$ cat src/design/evp_pkg.sv
// Shared types and constants for the EV control pilot state and PWM unit.
// Depends on nothing; imported by evp_classify and ev_pilot_state_and_pwm_unit.
package evp_pkg;

    // Field widths.
    localparam int ADC_W  = 12;
    localparam int VOLT_W = 16;
    localparam int STATE_W = 3;
    localparam int DUTY_W = 7;
    localparam int CFG_IDX_W = 2;

    // Converter and supply figures.
    localparam int ADC_FULL_SCALE = 4095;
    localparam int SUPPLY_MV      = 3300;

    // The scaling reading * SUPPLY_MV / ADC_FULL_SCALE is done as one multiply by a
    // rounded-up reciprocal. The shift is chosen so that the error over the whole
    // reading range stays below one part in the full scale, which makes the floor exact.
    localparam int FS_W        = $clog2(ADC_FULL_SCALE + 1);
    localparam int SCALE_SHIFT = ADC_W + FS_W + 1;
    localparam longint unsigned SCALE_MUL =
        ((longint'(SUPPLY_MV) << SCALE_SHIFT) + longint'(ADC_FULL_SCALE) - 1)
        / longint'(ADC_FULL_SCALE);
    localparam int MUL_W  = $clog2(SCALE_MUL + 1);
    localparam int PROD_W = ADC_W + MUL_W;
    localparam longint unsigned VOLT_MAX = (longint'(1) << VOLT_W) - 1;

    // Vehicle state codes.
    localparam logic [STATE_W-1:0] ST_NOT_CONNECTED = 3'd0;
    localparam logic [STATE_W-1:0] ST_CONNECTED     = 3'd1;
    localparam logic [STATE_W-1:0] ST_CHARGING      = 3'd2;
    localparam logic [STATE_W-1:0] ST_VENT          = 3'd3;
    localparam logic [STATE_W-1:0] ST_ERROR         = 3'd4;

    // Duty figures in percent.
    localparam logic [DUTY_W-1:0] DUTY_NOT_CONNECTED = 7'd90;
    localparam logic [DUTY_W-1:0] DUTY_CONNECTED     = 7'd70;
    localparam logic [DUTY_W-1:0] DUTY_CHARGING      = 7'd50;
    localparam logic [DUTY_W-1:0] DUTY_VENT          = 7'd30;
    localparam logic [DUTY_W-1:0] DUTY_ERROR         = 7'd10;
    localparam logic [DUTY_W-1:0] DUTY_INIT          = 7'd100;
    localparam logic [DUTY_W-1:0] PWM_PERIOD         = 7'd100;

    // Operation codes.
    localparam logic OP_SAMPLE = 1'b0;
    localparam logic OP_TICK   = 1'b1;

    // Configuration register indexes.
    localparam logic [CFG_IDX_W-1:0] REG_THR_NOT_CONNECTED = 2'd0;
    localparam logic [CFG_IDX_W-1:0] REG_THR_CONNECTED     = 2'd1;
    localparam logic [CFG_IDX_W-1:0] REG_THR_CHARGING      = 2'd2;
    localparam logic [CFG_IDX_W-1:0] REG_THR_VENT          = 2'd3;

    typedef struct packed {
        logic             operation;
        logic [ADC_W-1:0] adc_sample;
    } in_item_t;

    typedef struct packed {
        logic [STATE_W-1:0] ev_state_out;
        logic               pilot_level;
        logic [VOLT_W-1:0]  scaled_voltage;
    } out_item_t;

    typedef struct packed {
        logic [VOLT_W-1:0] not_connected;
        logic [VOLT_W-1:0] connected;
        logic [VOLT_W-1:0] charging;
        logic [VOLT_W-1:0] vent;
    } thr_t;

    typedef struct packed {
        logic [STATE_W-1:0] state;
        logic [DUTY_W-1:0]  duty;
        logic [VOLT_W-1:0]  voltage;
    } class_t;

endpackage

$ cat src/design/evp_classify.sv
// Scales one converter reading to millivolts and classifies it against the thresholds.
// Depends on evp_pkg.
module evp_classify (
    input  logic [evp_pkg::ADC_W-1:0] adc_sample,
    input  evp_pkg::thr_t             thr,
    output evp_pkg::class_t           result
);
    import evp_pkg::*;

    logic [PROD_W-1:0] prod;
    logic [PROD_W-1:0] quot;
    logic [VOLT_W-1:0] volt;

    always_comb begin
        prod = PROD_W'(adc_sample) * PROD_W'(SCALE_MUL);
        quot = prod >> SCALE_SHIFT;
        // Saturate when the supply to full-scale ratio would overflow the field.
        if (quot > PROD_W'(VOLT_MAX)) begin
            volt = '1;
        end else begin
            volt = quot[VOLT_W-1:0];
        end

        result.voltage = volt;
        if (volt >= thr.not_connected) begin
            result.state = ST_NOT_CONNECTED;
            result.duty  = DUTY_NOT_CONNECTED;
        end else if (volt >= thr.connected) begin
            result.state = ST_CONNECTED;
            result.duty  = DUTY_CONNECTED;
        end else if (volt >= thr.charging) begin
            result.state = ST_CHARGING;
            result.duty  = DUTY_CHARGING;
        end else if (volt >= thr.vent) begin
            result.state = ST_VENT;
            result.duty  = DUTY_VENT;
        end else begin
            result.state = ST_ERROR;
            result.duty  = DUTY_ERROR;
        end
    end

endmodule

$ cat src/design/ev_pilot_state_and_pwm_unit.sv
// An accepted input transaction passes through the input register and then the result register to m_data.
// Throughput: one transaction per cycle; the input register and the result register
// advance together whenever the result register is empty or being taken.
// Reset (aresetn low, synchronous): state not connected, duty 100, counter 0,
// pilot high, last voltage 0, thresholds 2800/2300/1800/1300 mV, both stages empty.
// Depends on evp_pkg and evp_classify.
module ev_pilot_state_and_pwm_unit (
    input  logic                          aclk,
    input  logic                          aresetn,
    input  logic                          s_valid,
    output logic                          s_ready,
    input  evp_pkg::in_item_t             s_data,
    output logic                          m_valid,
    input  logic                          m_ready,
    output evp_pkg::out_item_t            m_data,
    input  logic                          cfg_wr_en,
    input  logic [evp_pkg::CFG_IDX_W-1:0] cfg_index,
    input  logic [evp_pkg::VOLT_W-1:0]    cfg_wdata
);
    import evp_pkg::*;

    thr_t               thr_reg;
    in_item_t           in_item_reg;
    logic               in_valid_reg;
    out_item_t          out_item_reg;
    logic               out_valid_reg;

    logic [STATE_W-1:0] state_reg, state_next;
    logic [DUTY_W-1:0]  duty_reg, duty_next;
    logic [DUTY_W-1:0]  count_reg, count_next;
    logic               pin_reg, pin_next;
    logic [VOLT_W-1:0]  volt_reg, volt_next;

    class_t             cls;
    logic               advance;
    logic               active;

    evp_classify u_classify (
        .adc_sample (in_item_reg.adc_sample),
        .thr        (thr_reg),
        .result     (cls)
    );

    assign advance = in_valid_reg && (!out_valid_reg || m_ready);
    assign s_ready = !in_valid_reg || advance;
    assign m_valid = out_valid_reg;
    assign m_data  = out_item_reg;
    assign active  = (state_reg == ST_CONNECTED) || (state_reg == ST_CHARGING)
                  || (state_reg == ST_VENT);

    always_comb begin
        state_next = state_reg;
        duty_next  = duty_reg;
        count_next = count_reg;
        pin_next   = pin_reg;
        volt_next  = volt_reg;
        if (in_item_reg.operation == OP_SAMPLE) begin
            state_next = cls.state;
            duty_next  = cls.duty;
            volt_next  = cls.voltage;
        end else if (active) begin
            // The tick after the counter passes the period clears it and leaves the pin.
            if (count_reg <= PWM_PERIOD) begin
                pin_next   = (count_reg <= duty_reg);
                count_next = count_reg + 1'b1;
            end else begin
                count_next = '0;
            end
        end
    end

    always_ff @(posedge aclk) begin
        if (!aresetn) begin
            thr_reg.not_connected <= 16'd2800;
            thr_reg.connected     <= 16'd2300;
            thr_reg.charging      <= 16'd1800;
            thr_reg.vent          <= 16'd1300;
        end else if (cfg_wr_en) begin
            case (cfg_index)
                REG_THR_NOT_CONNECTED: thr_reg.not_connected <= cfg_wdata;
                REG_THR_CONNECTED:     thr_reg.connected     <= cfg_wdata;
                REG_THR_CHARGING:      thr_reg.charging      <= cfg_wdata;
                REG_THR_VENT:          thr_reg.vent          <= cfg_wdata;
                default: ;
            endcase
        end
    end

    always_ff @(posedge aclk) begin
        if (!aresetn) begin
            in_valid_reg  <= 1'b0;
            out_valid_reg <= 1'b0;
            state_reg     <= ST_NOT_CONNECTED;
            duty_reg      <= DUTY_INIT;
            count_reg     <= '0;
            pin_reg       <= 1'b1;
            volt_reg      <= '0;
        end else begin
            if (s_ready) begin
                in_valid_reg <= s_valid;
            end
            if (advance) begin
                out_valid_reg <= 1'b1;
                state_reg     <= state_next;
                duty_reg      <= duty_next;
                count_reg     <= count_next;
                pin_reg       <= pin_next;
                volt_reg      <= volt_next;
            end else if (m_ready) begin
                out_valid_reg <= 1'b0;
            end
        end
    end

    always_ff @(posedge aclk) begin
        if (s_valid && s_ready) begin
            in_item_reg <= s_data;
        end
        if (advance) begin
            out_item_reg.ev_state_out   <= state_next;
            out_item_reg.pilot_level    <= pin_next;
            out_item_reg.scaled_voltage <= volt_next;
        end
    end

    // The counter never runs beyond one past the period.
    a_count_range: assert property (@(posedge aclk) disable iff (!aresetn)
        count_reg <= PWM_PERIOD + 1'b1)
        else $error("PWM counter out of range");

    // The duty only ever holds one of the defined figures.
    a_duty_legal: assert property (@(posedge aclk) disable iff (!aresetn)
        (duty_reg == DUTY_INIT) || (duty_reg == DUTY_NOT_CONNECTED)
        || (duty_reg == DUTY_CONNECTED) || (duty_reg == DUTY_CHARGING)
        || (duty_reg == DUTY_VENT) || (duty_reg == DUTY_ERROR))
        else $error("Illegal duty value");

    // A tick outside the active states changes neither the counter nor the pin.
    a_idle_tick: assert property (@(posedge aclk) disable iff (!aresetn)
        advance && (in_item_reg.operation == OP_TICK) && !active
        |=> $stable(count_reg) && $stable(pin_reg))
        else $error("Tick changed PWM state while inactive");

    // Every item moved out of the input register produces a result.
    a_result_follows: assert property (@(posedge aclk) disable iff (!aresetn)
        advance |=> m_valid)
        else $error("Result missing after transaction");

endmodule
$ cat config.mk
export PLATFORM = sky130hd
export DESIGN_NAME = ev_pilot_state_and_pwm_unit
export DESIGN_NICKNAME = d
export VERILOG_FILES = /design/src/design/evp_pkg.sv /design/src/design/evp_classify.sv /design/src/design/ev_pilot_state_and_pwm_unit.sv
export SDC_FILE = /design/constraint.sdc
export NUM_CORES = 1
export LEC_CHECK = 0
export ABC_AREA = 1
export BUFFER_PORTS_ARGS = -buffer_cell sky130_fd_sc_hd__buf_4
export CAP_MARGIN = 10
export CORE_MARGIN = 2
export CORE_UTILIZATION = 45
export DETAILED_ROUTE_END_ITERATION = 6
export PLACE_DENSITY = 0.62
export SYNTH_ARGS = -nofsm -noshare
export SYNTH_HDL_FRONTEND = slang
export SYNTH_HIERARCHICAL = 1
export SYNTH_SLANG_ARGS = --single-unit
export TNS_END_PERCENT = 50
$ cat constraint.sdc
create_clock -name aclk -period 6.2 [get_ports aclk]
set_clock_uncertainty 0.05 [all_clocks]
set_input_delay 0 -clock aclk [delete_from_list [all_inputs] [get_ports aclk]]
set_output_delay 0 -clock aclk [all_outputs]
set_load 0.05 [all_outputs]
# --- Word level (Yosys, flattened, before mapping) ---
# Index checks and enable logic that the tools add are counted.
word_totals:
  ff_bits: 133
  input_bits: 36
classes:
  addsub: 1
  n_mul: 1
  order_cmp: 7
  n_eq_ne: 6
  n_mux: 13
  bitwise_logic: 1
  reduce_logical: 16
ops:
  columns: ["op", "n"]
  rows:
  - ["greater-or-equal comparator 16 bit", 4]
  - ["2-to-1 mux 10 bit", 4]
  - ["multiplier 12 x 24 -> 36 bit (second input constant)", 1]
  - ["2-to-1 mux 16 bit", 2]
  - ["> comparator 12 x 16 -> 1 bit (second input constant)", 1]
  - ["AND reduction 2 bit", 5]
  - ["adder 7 x 1 -> 7 bit (second input constant)", 1]
  - ["less-or-equal comparator 7 bit", 1]
  - ["less-or-equal comparator 7 bit (second input constant)", 1]
  - ["2-to-1 mux 7 bit", 1]
  - ["equality test 3 x 2 -> 1 bit (second input constant)", 2]
  - ["2-to-1 mux 1 bit", 5]
  - ["equality test 2 bit (second input constant)", 2]
  - ["logical OR 1 bit", 4]
  - ["equality test 3 x 1 -> 1 bit (second input constant)", 1]
  - ["2-to-1 mux 3 bit", 1]
  - ["AND reduction 3 bit", 1]
  - ["equality test 2 x 1 -> 1 bit (second input constant)", 1]
  - ["logical AND 1 bit", 2]
  - ["logical NOT 1 bit", 2]
  - ["logical NOT 2 bit", 1]
  - ["nonzero test 2 bit", 1]
  - ["inverter 1 bit", 1]

# --- Logic depth before layout (Yosys ltp) ---
# Gate-level depths: netlist (run 1).
logic_depth:
  word_depth: 9
  mapped_depth: 39
  mapped_depth_nobuf: 39

# --- By module ---
# Netlist (run 1), hierarchy kept.
by_module_without_submodules:
  columns: ["module", "n_inst", "cells_per_inst", "area_each_um2", "seq_area_each_um2"]
  rows:
  - ["evp_classify", 1, 851, 6032.0, 0.0]
  - ["ev_pilot_state_and_pwm_unit", 1, 587, 5146.2, 2992.9]

# --- Worst setup path after synthesis (run 1) ---
# OpenSTA, ideal clock, no wires.
synth_timing:
  kind: "reg-to-reg"
  start: "register in_item_reg[9] (netlist name)"
  end: "register state_reg[0]"
  arrival_ps: 5785
  t_required_ps: 6022
  slack_ps: 237
  stages_incl_launch_ff: 32
  path_buffers: 1
  cell_sequence: "edfxtp_1 > fa_1 > inv_1 > fa_1 > fa_1 > inv_1 > fa_1 > inv_1 > fa_1 > inv_1 > ha_1 > a21oi_1 > nor2_1 > nor2_1 > a21boi_1 > nand2_1 > nand2_1 > nand2_1 > nand2_1 > nand2_1 > ha_1 > a21oi_1 > o21ai_0 > nand2_1 > nand3_1 > a21oi_1 > a21oi_1 > buf_4 > nand2_1 > o21ai_2 > o21ai_0 > a21oi_1"
synth_lines:
  columns: ["item", "line_no", "text"]
  rows:
  - ["from (decl)", "ev_pilot_state_and_pwm_unit.sv:23", "in_item_t in_item_reg;"]
  - ["from (signal assigned)", "ev_pilot_state_and_pwm_unit.sv:117", "in_item_reg <= s_data;"]
  - ["to (signal assigned)", "ev_pilot_state_and_pwm_unit.sv:104", "state_reg <= state_next;"]
  - ["to (decl)", "ev_pilot_state_and_pwm_unit.sv:28", "logic [STATE_W-1:0] state_reg, state_next;"]

==> results.yml, run 1 <==
status:
  status: "completed"
setup_path:
  rr_worst_depth: 31
  timing.rr.start: "in_item_reg[11]"
  critPathMostFrequentCell: "nand2_1"
  setup.worst_path.class: "register to register"
  slowest_stage: "fa_1"
  endpoint_kind: "register"
  worstPathMaxFanout: 6
  worst-endpoint-arrival_ns: 6.22
  worst_setup_path_start_kind: "register"
  cpPeakStageDelay_ns: 0.54
  cp.required_ns: 6.33
  timing.rr.end: "m_data[18]"
  regToRegSetupSlack_ns: 0.10
finish:
  largest_reg_flops: 64
  finalNetCount: 1855
  utilization_pct: 57.0
  final_layout_size_suffix_gt1_share_pct: 19.3
  final_cell_mix: "inv_1, nand2_1, nor2_1"
  finalNonFillerCells: 1924
  area_growth_pct: 23.9
  fillers: 2183
  final_common_cell: "inv_1"
  diodes: 0
clocking:
  clock_latency_ns: 0.42
  cts_root_buf: "clkbuf_16"
  cts_tree: "yes"
  cts_buffers: 17
  clkSinkCount: 133
  path_clk_slew_ns: 0.07
  cts_max_level: 4
  clk_path_buf_depth: 2
grt:
  antenna_found_initial: 0
  grt_pass1_wl_um: 47900
  grt.total_usage_pct: 23.2
  first_global_vias: 9568
  grt_overflow: 0
  grt_max_degree: 80
synth:
  yosys_most_used_dff: "dfxtp_1"
  ys_seq_area_share_pct: 26.8
  yosys-top-cells-area: "dfxtp_1, ha_1, fa_1"
  ys_async_sr_fraction_pct: 0
  synth_cell_types: 45
  syn_area_um2: 11200
  ys_warn_count: 6
  synth-seq-cells: 133
  netlist_instances: 1438
  syn_avg_cell_area_um2: 7.77
  yosys.area.top_type: "dfxtp_1"
  synth_top_area_share_pct: 17.9
  synth_edf_count: 33
floorplan:
  die_h_um: 162
  dieArea_um2: 26100
  coreArea_um2: 24300
  start_util_pct: 46.0
  std_cell_rows: 57
  ios: 58
  die_w_um: 162
sta:
  setup_viol: 0
  max_clock_freq_mhz: 164
  relSlewSlack_pct: 45.9
  fin_crit_ns: 6.10
  tightest_slew_ns: 0.811
  drv_slew: 0
  finalCritPeriodShare_pct: 98.3
  finalHoldViolations: 0
  rsz0062_at_grt: "true"
power_and_ir_drop:
  vdd_ir_drop_max_mv: 0.271
  design_power_total_uw: 7830
  p_leak_uw: 0.00692
  power_density_nw_per_um2: 565
place:
  numPortBuffers: 57
  place_hpwl_um: 22800
  dp_cells: 1846
  place_congestion: 0.946
routing:
  via_per_inst: 4.91
  drtPass1Iterations: 5
  ant_nets: 0
  drt_iter0_markers: 517
  drc_errors: 0
  routed_wl_um: 29300
  wl_per_cell_um: 15.2
  vias: 9455
worst_hold_path:
  hold_path_depth: 5
  holdPathEnd: "thr_reg[37]"
  worstHoldStart: "cfg_index[0]"
  min_path_type: "input port to register"
flow_run:
  cap_violations: 0
[worst max-delay path, delay by kind of cell (launching register included)]
| kind | cells | cell delay [ns] |
|---|---|---|
| adder cells (fa/ha/maj) | 7 | 2.60 |
| AND/OR/NAND/NOR | 16 | 1.87 |
| buffers and inverters | 6 | 0.69 |
| flip-flops | 1 | 0.42 |
| AO/OA/AOI/OAI | 2 | 0.23 |
[repair_timing]
| item | CTS | global route |
|---|---|---|
| gates resized for setup | 32 | 95 |
| setup buffers | 2 | 10 |
| hold buffers | 35 | 0 |
| endpoints found under the hold margin | 79 | 0 |
| setup endpoints to repair | 11 | 11 |
| pin swaps | 10 | 49 |
[synthesized netlist by cell type (5+ instances only)]
| library cell | instances |
|---|---|
| nand2_2 | 11 |
| nor2_4 | 5 |
| nand2_1 | 285 |
| dfxtp_1 | 100 |
| o21ai_1 | 18 |
| inv_2 | 11 |
| nor3_1 | 6 |
| o21ai_2 | 12 |
| edfxtp_1 | 33 |
| o21a_1 | 5 |
| o21ai_0 | 66 |
| nor2_1 | 149 |
| nand3_1 | 55 |
| ha_1 | 157 |
| buf_2 | 6 |
| fa_1 | 74 |
| nand4_1 | 11 |
| clkbuf_1 | 11 |
| inv_1 | 273 |
| buf_4 | 10 |
| a21oi_1 | 96 |
[layout make-up]
type / instances / area, µm² / share of cell area (%)
clock buffer: 17 / 425 / 3.07
sequential: 133 / 2990 / 21.6
multi-input combinational: 991 / 7490 / 54.1
timing repair buffer: 160 / 1300 / 9.41
clock inverter: 14 / 161 / 1.17
inverter: 285 / 1070 / 7.72
tap: 324 / 405 / 2.93
[worst max path at each step]
stage	to	startpoint	cells past startpoint
3_5_place_dp	state_reg[0]	in_item_reg[10]	31
4_1_cts	state_reg[1]	in_item_reg[11]	36
2_1_floorplan	state_reg[0]	in_item_reg[9]	31
5_1_grt	state_reg[0]	in_item_reg[4]	33
3_3_place_gp	state_reg[1]	in_item_reg[10]	31
6_report	m_data[18]	in_item_reg[11]	31
[kinds of logic (layout without fill, tap and decap cells)]
logic type / after synthesis / after routing / synth area share, %
buf+inv: 318 / 476 / 11.4
flops: 133 / 133 / 26.8
xor+xnor: 3 / 3 / 0.235
compound gates: 212 / 212 / 10.4
other cells: 2 / 6 / 0.0672
simple gates: 539 / 539 / 20.3
fa+ha+maj: 231 / 231 / 30.8
[routing by layer]
layer / up-vias / wire (µm) / share of wire, % / GRT usage, %
met5: - / 0 / 0 / 0
met4: 0 / 977 / 3.3 / 9.17
met3: 52 / 913 / 3.1 / 2.80
met2: 188 / 14400 / 49 / 40.0
met1: 4382 / 13000 / 44 / 29.6
li1: 4833 / - / - / -
[through the flow]
stage	setup slack (ns)	TNS (ns)	instance area, µm²	hold slack [ns]
CTS	0.00401	0	13300	0.0175
global route	-0.180	-0.947	13900	0.0603
global placement	-0.212	-0.655	12200	0.129
detailed placement	-0.243	-0.908	12200	0.130
finish	0.103	0	13900	0.0360
floorplan	0.237	0	11200	0.0489
[report_power, final]
| group | internal, µW | switching [µW] |
|---|---|---|
| logic | 2370 | 3420 |
| clock network | 602 | 414 |
| registers | 983 | 34.3 |
Power figures use the tool's default switching activity.
==> run 2, diff against run 1 <==
--- a/config.mk
+++ b/config.mk
@@ -10,8 +10,10 @@
 export CAP_MARGIN = 10
 export CORE_MARGIN = 2
 export CORE_UTILIZATION = 45
+export CTS_BUF_LIST = sky130_fd_sc_hd__clkbuf_4 sky130_fd_sc_hd__clkbuf_8 sky130_fd_sc_hd__clkbuf_16
 export DETAILED_ROUTE_END_ITERATION = 6
 export PLACE_DENSITY = 0.62
+export REMOVE_ABC_BUFFERS = 1
 export SYNTH_ARGS = -nofsm -noshare
 export SYNTH_HDL_FRONTEND = slang
 export SYNTH_HIERARCHICAL = 1
==> run 2 against run 1 <==
Compared with the run above: worst setup slack lost 0.016 ns; design area is 2.1% lower; sequential share of layout area rose by 0.46 points; die area unchanged; flip-flop and latch count unchanged; highest routed layer unchanged.
==> results.yml, run 2 (synthesized netlist as in run 1, its figures left out) <==
setup_path:
  worst_setup_path_start_kind: "register"
  endpoint_kind: "register"
  worstPathMaxFanout: 5
  slowest_stage: "fa_1"
  cp.required_ns: 6.49
  setup.worst_path.class: "register to register"
  cpPeakStageDelay_ns: 0.59
  critPathMostFrequentCell: "nand2_1"
  worst-endpoint-arrival_ns: 6.41
finish:
  largest_reg_flops: 64
  diodes: 0
  final_common_cell: "nand2_1"
  final_cell_mix: "nand2_1, inv_1, ha_1"
  finalNetCount: 1837
  final_layout_size_suffix_gt1_share_pct: 17.1
  area_growth_pct: 21.3
  fillers: 2239
  utilization_pct: 55.8
clocking:
  clk_path_buf_depth: 2
  clock_latency_ns: 0.43
  path_clk_slew_ns: 0.07
  cts_root_buf: "clkbuf_16"
  cts_buffers: 17
  cts_max_level: 4
  clkSinkCount: 133
  cts_tree: "yes"
sta:
  setup_viol: 0
  drv_slew: 0
  finalHoldViolations: 0
  finalCritPeriodShare_pct: 98.6
  relSlewSlack_pct: 42.1
  max_clock_freq_mhz: 164
  fin_tns_setup_ns: 0
  tightest_slew_ns: 0.868
  fin_crit_ns: 6.11
  rsz0062_at_grt: "true"
power_and_ir_drop:
  vdd_ir_drop_max_mv: 0.336
  power_density_nw_per_um2: 555
  p_leak_uw: 0.00683
routing:
  wl_per_cell_um: 15.1
  drtPass1Iterations: 5
  routed_wl_um: 28800
  ant_nets: 0
  vias: 9501
  drc_errors: 0
  via_per_inst: 4.98
  drt_iter0_markers: 569
grt:
  first_global_vias: 9638
  grt.total_usage_pct: 23.2
  met1_usage_pct: 29.4
  use_met2_pct: 40.9
  antenna_found_initial: 0
  busiest_layer: "met2"
  grt_max_degree: 80
  grt_pass1_wl_um: 48200
  grt.met3_usage_pct: 3.06
  grt_overflow: 0
place:
  place_hpwl_um: 22300
  place_congestion: 0.952
  numPortBuffers: 57
floorplan:
  start_util_pct: 46.0
  die_w_um: 162
  std_cell_rows: 57
  die_h_um: 162
  coreArea_um2: 24300
  ios: 58
  dieArea_um2: 26100
worst_hold_path:
  min_path_type: "input port to register"
status:
  status: "completed"
flow_run:
  cap_violations: 0
-- run 2: changes by cell type in the layout (fill, tap and decap cells not counted), moves of 4 or more --
cell	previous run	this run
ha_1	134	142
nand2_2	30	21
ha_4	20	9
nand2_1	258	270
buf_4	121	104
o21ai_1	23	27
-- run 2: metal layers --
| metal | wire length, µm | vias up |
|---|---|---|
| li1 | - | 4797 |
| met1 | 12800 | 4486 |
| met2 | 14300 | 174 |
| met3 | 851 | 44 |
| met4 | 824 | 0 |
| met5 | 0 | - |
-- run 2: worst paths after layout --
check / startpoint / end / slack (ns) / cells after the start
worst max-delay path: in_item_reg[11] / state_reg[0] / 0.09 / 36
worst min-delay path: cfg_index[0] / thr_reg[43] / 0.03 / 5
worst max register to register: in_item_reg[11] / state_reg[0] / 0.09 / 36
worst min register to register: thr_reg[8] / thr_reg[8] / 0.41 / 2
-- run 2: where the power goes --
group | switching, µW | internal [µW]
clock | 439 | 654
combinational | 3240 | 2170
sequential | 34.1 | 982
total | 3710 | 3810
-- run 2: worst max-delay path, delay by kind of cell (launching register included) --
kind / cells / cell delay, ns
fa+ha+maj: 7 / 3.10
flops: 1 / 0.41
buf+inv: 5 / 0.29
simple gates: 20 / 1.68
compound gates: 4 / 0.50
-- run 2: final cells by class --
class	count	area [µm²]	area share [%]
Sequential cell	133	2990	22.1
Timing Repair Buffer	142	1160	8.59
Clock buffer	20	478	3.52
Inverter	285	1070	7.89
Clock inverter	12	153	1.13
Multi-Input combinational cell	991	7300	53.8
Tap cell	324	405	2.99
-- run 2: repair_timing --
| item | in CTS | in global routing |
|---|---|---|
| endpoints found under the hold margin | 79 | 0 |
| buffers inserted | 3 | 5 |
| hold buffers | 35 | 0 |
| gates resized for setup | 37 | 64 |
| setup endpoints to repair | 11 | 11 |
| pin swaps | 16 | 40 |
-- run 2: stage by stage --
stage / hold WS [ns] / cells / setup slack, ns / power [µW] / area [µm²]
CTS: 0.0182 / 1902 / 0.00162 / 7050 / 13300
global placement: 0.131 / 1832 / -0.191 / 5550 / 12100
finish: 0.0321 / 1907 / 0.0873 / 7520 / 13600
global route: 0.0626 / 1907 / -0.307 / 8250 / 13600
detailed placement: 0.129 / 1832 / -0.274 / 5620 / 12100
floorplan: 0.0341 / 1409 / 0.292 / 4150 / 11000
